`config.mk`:
```
export PLATFORM = sky130hd
export DESIGN_NAME = tqle_row_mem
export DESIGN_NICKNAME = d
export VERILOG_FILES = /design/src/hdl/tqle_pkg.sv /design/src/hdl/tqle_row_mem.sv
export SDC_FILE = /design/constraint.sdc
export NUM_CORES = 2
export LEC_CHECK = 0
export BUFFER_PORTS_ARGS = -buffer_cell sky130_fd_sc_hd__clkbuf_2
export CAP_MARGIN = 0
export CORE_UTILIZATION = 35
export DETAILED_ROUTE_END_ITERATION = 8
export GPL_TIMING_DRIVEN = 0
export PLACE_DENSITY = 0.52
export SYNTH_ARGS = -nofsm -noshare
export SYNTH_HDL_FRONTEND = slang
export SYNTH_SLANG_ARGS = --single-unit
export TNS_END_PERCENT = 100
```
`constraint.sdc`:
```
create_clock -name clk -period 7.2 [get_ports clk]
set_clock_uncertainty 0.2 [all_clocks]
set_input_delay 1.08 -clock clk [delete_from_list [all_inputs] [get_ports clk]]
set_output_delay 1.08 -clock clk [all_outputs]
set_load 0.01 [all_outputs]
```
`src/hdl/tqle_pkg.sv`:
```
// ----------------------------------------------------------------------------
// tqle_pkg
// Shared sizes, types and codes of the tabular Q-learning engine.
// ----------------------------------------------------------------------------
package tqle_pkg;

    localparam int NUM_STATES  = 64;
    localparam int NUM_ACTIONS = 3;
    localparam int ST_W        = $clog2(NUM_STATES);
    localparam int ACT_W       = $clog2(NUM_ACTIONS);
    localparam int Q_W         = 16;
    localparam int CFG_AW      = 3;

    typedef logic signed [Q_W-1:0]           q_t;
    typedef logic [ST_W-1:0]                 st_t;
    typedef logic [ACT_W-1:0]                act_t;
    typedef logic [NUM_ACTIONS-1:0][Q_W-1:0] row_t;

    // commands
    localparam logic [1:0] CMD_OBSERVE = 2'd0;
    localparam logic [1:0] CMD_REWARD  = 2'd1;
    localparam logic [1:0] CMD_END     = 2'd2;
    localparam logic [1:0] CMD_START   = 2'd3;

    // configuration register indexes
    localparam logic [CFG_AW-1:0] REG_LEARN_RATE    = 3'd0;
    localparam logic [CFG_AW-1:0] REG_DISCOUNT      = 3'd1;
    localparam logic [CFG_AW-1:0] REG_EXPLORE_START = 3'd2;
    localparam logic [CFG_AW-1:0] REG_EXPLORE_FLOOR = 3'd3;
    localparam logic [CFG_AW-1:0] REG_EXPLORE_DECAY = 3'd4;
    localparam logic [CFG_AW-1:0] REG_INITIAL_Q     = 3'd5;
    localparam logic [CFG_AW-1:0] REG_Q_FLOOR       = 3'd6;
    localparam logic [CFG_AW-1:0] REG_Q_CEILING     = 3'd7;

    // reset values
    localparam logic [15:0] RST_LEARN_RATE    = 16'd6554;
    localparam logic [15:0] RST_DISCOUNT      = 16'd58982;
    localparam logic [15:0] RST_EXPLORE_START = 16'd65535;
    localparam logic [15:0] RST_EXPLORE_FLOOR = 16'd3277;
    localparam logic [15:0] RST_EXPLORE_DECAY = 16'd64880;
    localparam logic [15:0] RST_INITIAL_Q     = 16'h0000;
    localparam logic [15:0] RST_Q_FLOOR       = 16'h8000;
    localparam logic [15:0] RST_Q_CEILING     = 16'h7FFF;

    // stage strobes of the td datapath
    typedef struct packed {
        logic mul1_en;
        logic mul2_en;
        logic fin_en;
    } td_ctrl_t;

endpackage

```
`src/hdl/tqle_row_mem.sv`:
```
// ----------------------------------------------------------------------------
// tqle_row_mem
// Q table, one row of all action values per word, one write port and two
// registered read ports.
// ----------------------------------------------------------------------------
module tqle_row_mem import tqle_pkg::*;
(
    input  logic clk,
    input  logic we,
    input  st_t  waddr,
    input  row_t wdata,
    input  st_t  raddr_a,
    output row_t rdata_a,
    input  st_t  raddr_b,
    output row_t rdata_b
);

    row_t mem_rows [NUM_STATES];

    always_ff @(posedge clk)
    begin
        if (we)
        begin
            mem_rows[waddr] <= wdata;
        end
        rdata_a <= mem_rows[raddr_a];
        rdata_b <= mem_rows[raddr_b];
    end

endmodule

```
==> flow_metrics.py <==
metrics = {
    "clock_tree": {
        "cts-resized-gates": 0,
        "htreeDepth": 5,
        "cts_tree": "yes",
        "path_clk_slew_ns": 0.06,
        "clock_path_buffers": 4,
        "insertion_delay_ns": 1.05,
        "postCtsSetupBuffers": 0,
        "root_buffer": "clkbuf_16",
        "cts_buffers": 362,
        "ctsHoldBuffers": 0,
        "clkSinkCount": 3168,
    },
    "floorplan": {
        "die_area_sq_mm": 0.405,
        "rows": 232,
        "die_width_um": 637,
        "die_h_um": 637,
        "io_pins": 164,
        "core_sq_mm": 0.400,
        "initial_utilization_pct": 35.2,
    },
    "power": {
        "p_per_area_mw_per_mm2": 264,
        "ir_drop_v": 0.000208,
        "leakagePower_nw": 51.5,
    },
    "timing": {
        "fin_crit_sh_pct": 84.5,
        "fmax_mhz": 164,
        "slew_headroom_pct": -14.2,
        "worst_slew_pin_slew_ns": 1.71,
        "rsz0062_at_grt": "no",
        "post-route-min-period_ns": 6.08,
        "worst_slack_ns": 1.12,
        "setup_viol_count_final": 0,
        "finalHoldViolations": 0,
        "final_max_slew_viol_count": 269,
    },
    "finish": {
        "area_growth_syn_to_layout_pct": 18.1,
        "final_common_cell": "edfxtp_1",
        "drive_gt1_share_pct": 38.1,
        "layout_common_cells": "3072 x edfxtp_1, 1535 x mux4_2, 367 x clkbuf_16, 330 x o22ai_1, 249 x clkbuf_1",
        "nets": 7606,
        "fin_cells": 13191,
        "final_area_sq_mm": 0.167,
    },
    "synthesis": {
        "syn_inst": 6738,
        "ys_warn_count": 0,
        "synth-main-ff-cell": "edfxtp_1",
        "synth_fp_nets": 6806,
        "ys_seq_area_share_pct": 66.8,
        "ys_seq_elements": 3168,
        "syn-mean-instance-area_sq_um": 20.9,
        "synth_edf_count": 3072,
        "yosysUniqueCellTypes": 48,
        "syn_area_sq_mm": 0.141,
        "ys_async_sr_fraction_pct": 0,
    },
    "placement": {
        "place.port_buffers": 153,
        "gp_congestion": 1.02,
        "dp.cells": 12417,
        "pre_cts_slack_ns": 0.527,
        "dpl_cell_area_sq_mm": 0.154,
        "dp_hpwl_mm": 516,
    },
    "run_status": {
        "violations": "capacitance limit, slew limit",
        "status": "complete, but fails checks",
    },
    "drt": {
        "vias": 94135,
        "wl_mm": 732,
        "dr.pass1.iters": 9,
        "vias_per_cell": 7.14,
        "drc": 0,
        "first_iter_violations": 19650,
        "wl_per_cell_um": 55.5,
        "ant_nets": 0,
    },
    "worst_setup_path": {
        "critPathKind": "in -> reg",
        "crit_path_start_kind": "primary input",
        "cp_max_fo": 10,
        "endpoint_kind": "flop",
        "worstPathRequired_ns": 7.88,
        "crit_arrival_ns": 6.77,
    },
    "grt": {
        "grt_pass1_wl_mm": 922,
        "grt_pass1_vias": 87390,
        "grt_max_degree": 65,
        "antenna_found_initial": 125,
        "globalRouteOverflowTotal": 0,
        "grtUsageTotal_pct": 35.4,
    },
    "min_path": {
        "min_path_type": "in -> reg",
    },
    "run": {
        "cap_violations": 32,
    },
}
power breakdown:
group / switching (mW) / leakage [nW] / internal (mW)
Clock: 8.12 / 5.59 / 10.5
Combinational: 3.48 / 17.5 / 1.40
Sequential: 0.0745 / 28.4 / 20.4
Total: 11.7 / 51.5 / 32.3
cell type report:
class / count / area [sq um]
Clock buffer: 466 / 9690
Multi-Input combinational cell: 3017 / 44900
Inverter: 1 / 3.75
Clock inverter: 189 / 1810
Sequential cell: 3168 / 94200
Antenna cell: 97 / 243
Tap cell: 5265 / 6590
Fill cell: 34925 / 233000
Timing Repair Buffer: 436 / 6320
Buffer: 552 / 2760
per-stage QoR:
step                      util, %  hold slack (ns)  setup TNS, ns  power (mW)
after global placement       37.1            0.774       -4175.55        25.3
final                        41.6            0.151              0        44.0
after detailed placement     38.6            0.773              0        25.4
after global routing         41.6            0.177              0        44.4
after CTS                    41.5            0.125              0        43.6
after floorplan                 -            0.585              0        22.7
cell usage after synthesis (29+ instances only):
cell type     n  area share [%]
nor2_1      140            0.37
a21oi_1      71            0.25
a211oi_1     29            0.15
nor2b_1      45            0.20
mux2i_1      56            0.40
nor4_1       38            0.17
a22o_1       88            0.55
a221oi_1     63            0.39
o221ai_1     73            0.45
buf_2       156            0.55
buf_1        55            0.15
dfxtp_1      96             1.4
buf_4        78            0.42
mux4_2     1535              25
clkbuf_1    254            0.68
o21ai_0      44            0.16
a31oi_1      31            0.14
o22a_1       29            0.18
edfxtp_1   3072              65
a22oi_1      95            0.51
nor3_1       58            0.21
nand2_1     113            0.30
o22ai_1     336             1.5
worst max-delay path: stages:
cell      delay (ns)
clkbuf_2        0.22
buf_2           0.46
buf_2           0.56
clkbuf_1        1.29
clkbuf_1        1.15
a211oi_1        0.24
o22ai_1         1.21
o21a_1          0.49
path summary, 6_finish.rpt:
| kind | start | end | slack, ns | depth (start not counted) |
|---|---|---|---|---|
| hold / removal | wdata[25] | mem_rows[40][25] | 0.15 | 1 |
| setup / recovery | raddr_b[3] | rdata_b[33] | 1.12 | 8 |
| hold reg to reg | mem_rows[20][22] | rdata_a[22] | 0.78 | 4 |
| setup reg to reg | mem_rows[62][26] | rdata_a[26] | 3.04 | 5 |
layer usage:
layer	global-route usage, %	wire length [um]
met5	0.945	954
met2	48.2	299000
met3	16.8	118000
met4	28.7	71000
met1	42.6	243000
logic make-up after synthesis:
family / count (synthesis) / synth area share [%]
AOI/OAI and AO/OA: 923 / 4.62
muxes: 1604 / 25.0
DFF: 3168 / 66.8
and+or+nand+nor: 490 / 1.67
buffers and inverters: 553 / 1.86
flip-flops by register name, indices dropped and copies added (netlist names):
register,cells
rdata_a,48
mem_rows,3072
rdata_b,48
(Power assumes the default switching activity.)
