[config.mk]
export PLATFORM = sky130hd
export DESIGN_NAME = tqle_td_path
export DESIGN_NICKNAME = d
export VERILOG_FILES = /design/src/hdl/tqle_pkg.sv /design/src/hdl/tqle_td_path.sv
export SDC_FILE = /design/constraint.sdc
export NUM_CORES = 2
export LEC_CHECK = 0
export BUFFER_PORTS_ARGS = -buffer_cell sky130_fd_sc_hd__buf_2
export CAP_MARGIN = 25
export CELL_PAD_IN_SITES_DETAIL_PLACEMENT = 1
export CELL_PAD_IN_SITES_GLOBAL_PLACEMENT = 1
export CORE_MARGIN = 5
export CORE_UTILIZATION = 40
export CTS_CLUSTER_SIZE = 40
export DETAILED_ROUTE_END_ITERATION = 10
export PLACE_DENSITY = 0.66
export SLEW_MARGIN = 25
export SYNTH_ARGS = -nofsm -noshare
export SYNTH_HDL_FRONTEND = slang
export SYNTH_SLANG_ARGS = --single-unit
export TNS_END_PERCENT = 30
[constraint.sdc]
create_clock -name clk -period 19.08 [get_ports clk]
set_input_delay 0 -clock clk [delete_from_list [all_inputs] [get_ports clk]]
set_output_delay 0 -clock clk [all_outputs]
set_load 0.02 [all_outputs]
[src/hdl/tqle_pkg.sv]
// ----------------------------------------------------------------------------
// tqle_pkg
// Shared sizes, types and codes of the tabular Q-learning engine.
// ----------------------------------------------------------------------------
package tqle_pkg;

    localparam int NUM_STATES  = 64;
    localparam int NUM_ACTIONS = 3;
    localparam int ST_W        = $clog2(NUM_STATES);
    localparam int ACT_W       = $clog2(NUM_ACTIONS);
    localparam int Q_W         = 16;
    localparam int CFG_AW      = 3;

    typedef logic signed [Q_W-1:0]           q_t;
    typedef logic [ST_W-1:0]                 st_t;
    typedef logic [ACT_W-1:0]                act_t;
    typedef logic [NUM_ACTIONS-1:0][Q_W-1:0] row_t;

    // commands
    localparam logic [1:0] CMD_OBSERVE = 2'd0;
    localparam logic [1:0] CMD_REWARD  = 2'd1;
    localparam logic [1:0] CMD_END     = 2'd2;
    localparam logic [1:0] CMD_START   = 2'd3;

    // configuration register indexes
    localparam logic [CFG_AW-1:0] REG_LEARN_RATE    = 3'd0;
    localparam logic [CFG_AW-1:0] REG_DISCOUNT      = 3'd1;
    localparam logic [CFG_AW-1:0] REG_EXPLORE_START = 3'd2;
    localparam logic [CFG_AW-1:0] REG_EXPLORE_FLOOR = 3'd3;
    localparam logic [CFG_AW-1:0] REG_EXPLORE_DECAY = 3'd4;
    localparam logic [CFG_AW-1:0] REG_INITIAL_Q     = 3'd5;
    localparam logic [CFG_AW-1:0] REG_Q_FLOOR       = 3'd6;
    localparam logic [CFG_AW-1:0] REG_Q_CEILING     = 3'd7;

    // reset values
    localparam logic [15:0] RST_LEARN_RATE    = 16'd6554;
    localparam logic [15:0] RST_DISCOUNT      = 16'd58982;
    localparam logic [15:0] RST_EXPLORE_START = 16'd65535;
    localparam logic [15:0] RST_EXPLORE_FLOOR = 16'd3277;
    localparam logic [15:0] RST_EXPLORE_DECAY = 16'd64880;
    localparam logic [15:0] RST_INITIAL_Q     = 16'h0000;
    localparam logic [15:0] RST_Q_FLOOR       = 16'h8000;
    localparam logic [15:0] RST_Q_CEILING     = 16'h7FFF;

    // stage strobes of the td datapath
    typedef struct packed {
        logic mul1_en;
        logic mul2_en;
        logic fin_en;
    } td_ctrl_t;

endpackage

[src/hdl/tqle_td_path.sv]
// ----------------------------------------------------------------------------
// tqle_td_path
// Temporal difference datapath: discounted max, learning-rate step, clamp.
// Three registered stages, one multiply in each of the first two.
// ----------------------------------------------------------------------------
module tqle_td_path import tqle_pkg::*;
(
    input  logic        clk,
    input  td_ctrl_t    ctrl,
    input  logic [15:0] alpha,
    input  logic [15:0] gamma,
    input  q_t          q_lo,
    input  q_t          q_hi,
    input  q_t          next_max,
    input  q_t          old_q,
    input  q_t          base,
    output q_t          nq
);

    logic signed [32:0] prod1_reg;
    logic signed [36:0] prod2_reg;
    q_t                 old_reg;
    q_t                 base_reg;
    q_t                 nq_reg;

    logic signed [33:0] r1_sum;
    logic signed [17:0] r1;
    logic signed [18:0] target;
    logic signed [19:0] diff;
    logic signed [37:0] r2_sum;
    logic signed [21:0] r2;
    logic signed [22:0] sum_q;
    q_t                 clamped;

    // round to nearest, halves up: floor((x + 2^15) / 2^16)
    assign r1_sum = 34'(prod1_reg) + 34'sd32768;
    assign r1     = $signed(r1_sum[33:16]);
    assign target = 19'(base_reg) + 19'(r1);
    assign diff   = 20'(target) - 20'(old_reg);
    assign r2_sum = 38'(prod2_reg) + 38'sd32768;
    assign r2     = $signed(r2_sum[37:16]);
    assign sum_q  = 23'(old_reg) + 23'(r2);

    always_comb
    begin
        if (sum_q < 23'(q_lo))
        begin
            clamped = q_lo;
        end
        else if (!(sum_q < 23'(q_hi)))
        begin
            clamped = q_hi;
        end
        else
        begin
            clamped = $signed(sum_q[15:0]);
        end
    end

    always_ff @(posedge clk)
    begin
        if (ctrl.mul1_en)
        begin
            prod1_reg <= $signed({1'b0, gamma}) * next_max;
            old_reg   <= old_q;
            base_reg  <= base;
        end
        if (ctrl.mul2_en)
        begin
            prod2_reg <= $signed({1'b0, alpha}) * diff;
        end
        if (ctrl.fin_en)
        begin
            nq_reg <= clamped;
        end
    end

    assign nq = nq_reg;

endmodule

==> reports/summary.md <==
Of all flip-flops after synthesis, the portion carrying an async set or reset was 0%. For the pin with the worst max-slew slack, the measured transition is 1.06 ns. Counting flops with a built-in enable in the synthesized netlist gives 88.

In this run the tool buffered the top-level ports with 131 buffer cells. Total global routing track utilization: 21.6%. The die covers 73700 sq um. The worst path required time was 19.18 ns; the register area share after synthesis was 9.66%. The tools report the final-stage net count as 4044. The run gives 23700 as the number of global-route vias before repair.

TritonCTS built the clock tree. The tools report the number of antenna violations at the first check in global routing as 2. After filler insertion, the fill cell instance count of the layout stands at 7866.

The worst setup path is captured at a flop. In the final routed layout, each cell accounts on average for 19.6 um. At the end of routability-driven placement, the weighted congestion stood at 0.851. The clock slew at the register clock pins of the worst setup and hold paths was 0.08 ns. The largest driver fanout on the critical path is 16, and the starting density of the core is 40.5%.

For the residual DRC count, the log shows 0. The flow ran to the end, and the final reports show no timing, DRC or antenna violations. Among all stages on the critical path, the largest delay is contributed by sky130_fd_sc_hd__a211o_1. The top cell type by area accounts for 38.4% of the synthesized area. The synthesized design spends more area on one cell type than any other, namely sky130_fd_sc_hd__fa_1. The run gives 21700 sq um as the multi-input combinational cell area. The share of post-route cells with drive strength above 1 was 6.53%.

Library cell appearing most often on the critical path: sky130_fd_sc_hd__fa_1. The tools report the max-slew violation count as 0. After synthesis, the most frequently instantiated cells are 708 x sky130_fd_sc_hd__inv_1, 525 x sky130_fd_sc_hd__fa_1, 377 x sky130_fd_sc_hd__nand2_1. In this run the remaining antenna-violating nets after routing total 0. Across all register-to-register paths, the minimum setup slack is 8.92 ns. The clock latency on the worst-skew pair is 0.37 ns. In this run the tightest slew margin relative to its limit is 28.8%.

Clock skew on the completed layout was measured at 0.0156 ns. Total detailed-routing wirelength: 78200 um. The clock tree synthesis step divided the H-tree into 3 levels. The category of the critical setup timing path is reg2reg. Global routing used 38.8% of the available met2 tracks.

Using the TritonRoute via totals, the vias-per-cell ratio works out to 5.18. The maximum buffer depth of the clock tree came out at 2. Summed over all layers, the global routing overflow is 0. The max capacitance violation total came out at 0.

Static timing analysis puts the maximum clock frequency at 98.4 MHz. STA puts the critical path data arrival time at 10.26 ns. The worst setup path is launched from a flop. Clock tree synthesis found a total of 88 sinks.

Broken down by cell family, the worst path's largest delay share belongs to adder cells. Once detailed placement completed, the half-perimeter wirelength came to 63900 um. The largest incremental delay on the critical path was 0.72 ns.

The number of rows in the core area was 95. The tree is rooted in a sky130_fd_sc_hd__clkbuf_16. The tools report the summed negative setup slack over all endpoints as 0 ns. The routed layout has 20600 vias.

The run gives 932 as the detailed router's first-iteration violation count. Mean cell area of the mapped netlist: 9.07 sq um. The path class of the tightest hold or removal check is in2reg.

The flip-flop and latch count after synthesis was 88. Most heavily used metal layer in global routing: met2. The Yosys step of the flow raised 0 warnings. The sequential cell area in the final layout is 2640 sq um. In this run, CTS created clock tree buffers numbering 9.

The floorplan step set the die width to 271 um. For the count of endpoints failing hold in the final timing report, the log shows 0. The run gives 28.6% as the met1 global-route usage. The register with the most flip-flops in the layout has 22 of them.

The netlist uses 71 different library cells. In this run the vertical extent of the chip is 271 um. After synthesis, the cell types taking the most area are sky130_fd_sc_hd__fa_1 38%, sky130_fd_sc_hd__ha_1 14%, sky130_fd_sc_hd__inv_1 9.7%.

Entering global routing, the biggest net connects 51 pins. Setup violations remaining at the end of the flow were counted as 0. The number of nets in the synthesized netlist is 3954. 132 I/O pins were placed. sky130_fd_sc_hd__inv_1 is the most common cell in the netlist.

Area inside the core boundary: 67500 sq um. Setup repair after global routing left no endpoint under its margin. The count of cells resized by post-cts repair is 0.

The pre-antenna-repair detailed-routing pass consisted of 5 iterations. The number of buffers and inverters on the critical path is 3. In the global route stage, met3 resource usage came out at 3.13%. Summing every instance area after synthesis gives 27300 sq um. Compared with the post-synthesis result, the final layout area differs by 7.76%.

After layout, the worst path uses 53.3% of the clock period. The first global-routing pass estimated 127000 um of wire. Among all flip-flop cells after synthesis, the most frequent one is sky130_fd_sc_hd__edfxtp_1. The cell count after synthesis came out at 3014. The worst path in the final design needs a cycle of 10.16 ns, including I/O delays and setup.
==> final cells by class <==
class,instances,share of cell area (%)
well taps,873,3.71
diodes,1,0.00849
clock inverters,7,0.255
multi-input cells,2118,73.6
flip-flops and latches,88,8.97
inverters,708,9.02
clock buffers,9,0.764
repair buffers,179,3.72
==> per-layer routing <==
layer,up-vias,part of all wire (%),wire length (um)
li1,9400,-,-
met1,10800,44,34600
met2,376,50,39200
met5,-,0,0
met4,0,1.2,931
met3,69,4.4,3460
==> worst paths after layout <==
| path | from | end | depth (start not counted) |
|---|---|---|---|
| setup / recovery | prod1_reg[15] | prod2_reg[36] | 32 |
| hold / removal | q_lo[3] | nq[3] | 3 |
| setup reg to reg | prod1_reg[15] | prod2_reg[36] | 32 |
| hold reg to reg | old_reg[0] | nq[0] | 3 |
==> placed cells by master, fill, tap and decap left out, types with 19 or more instances in the layout <==
master and n:
sky130_fd_sc_hd__a21oi_1 84, sky130_fd_sc_hd__ha_1 299, sky130_fd_sc_hd__fa_1 525, sky130_fd_sc_hd__and3_1 19, sky130_fd_sc_hd__nand3_1 50, sky130_fd_sc_hd__xnor2_1 83, sky130_fd_sc_hd__o21ai_0 44, sky130_fd_sc_hd__edfxtp_1 88
sky130_fd_sc_hd__nand2b_1 39, sky130_fd_sc_hd__dlygate4sd3_1 32, sky130_fd_sc_hd__inv_1 708, sky130_fd_sc_hd__a21o_1 36, sky130_fd_sc_hd__nor2_1 73, sky130_fd_sc_hd__a31oi_1 22, sky130_fd_sc_hd__nand4_1 19, sky130_fd_sc_hd__buf_2 131
sky130_fd_sc_hd__xor2_1 27, sky130_fd_sc_hd__and2_1 233, sky130_fd_sc_hd__nor3_1 33, sky130_fd_sc_hd__nand2_1 377
==> per-stage QoR <==
step | instances | cell area (sq um) | util, % | hold slack (ns) | setup slack (ns)
floorplan | 3014 | 27300 | - | 0.0989 | 10.14
global placement | 3934 | 28800 | 42.7 | 0.180 | 9.07
detailed placement | 3934 | 28800 | 42.7 | 0.179 | 8.93
CTS | 3982 | 29500 | 43.6 | 0.00159 | 8.91
global route | 3983 | 29500 | 43.7 | 0.0352 | 8.31
finish | 3983 | 29500 | 43.7 | 0.0217 | 8.92
==> worst reg2reg max path: cells and delay by family (launching register included) <==
family	cells	cell delay (ns)
DFF	1	0.45
AOI/OAI and AO/OA	14	3.60
xor gates and xnor gates	1	0.21
muxes	2	0.67
adders and majority gates	10	4.52
and+or+nand+nor	2	0.28
buffers and inverters	3	0.15
==> cells by family after synthesis <==
family	share of synthesized area, %
XOR/XNOR	3.65
adder cells (fa/ha/maj)	52.2
buffers and inverters	11.2
multiplexers	0.842
AND/OR/NAND/NOR	15.9
flip-flops	9.66
AO/OA/AOI/OAI	6.52
==> what timing repair did <==
item,in CTS,in global routing
endpoints found under the setup margin,0,0
hold endpoints to repair,32,0
setup buffers,0,0
hold buffers,32,0
Power is not shown: default switching activity piles up to over one toggle a cycle in this logic, so the estimate is an artifact.
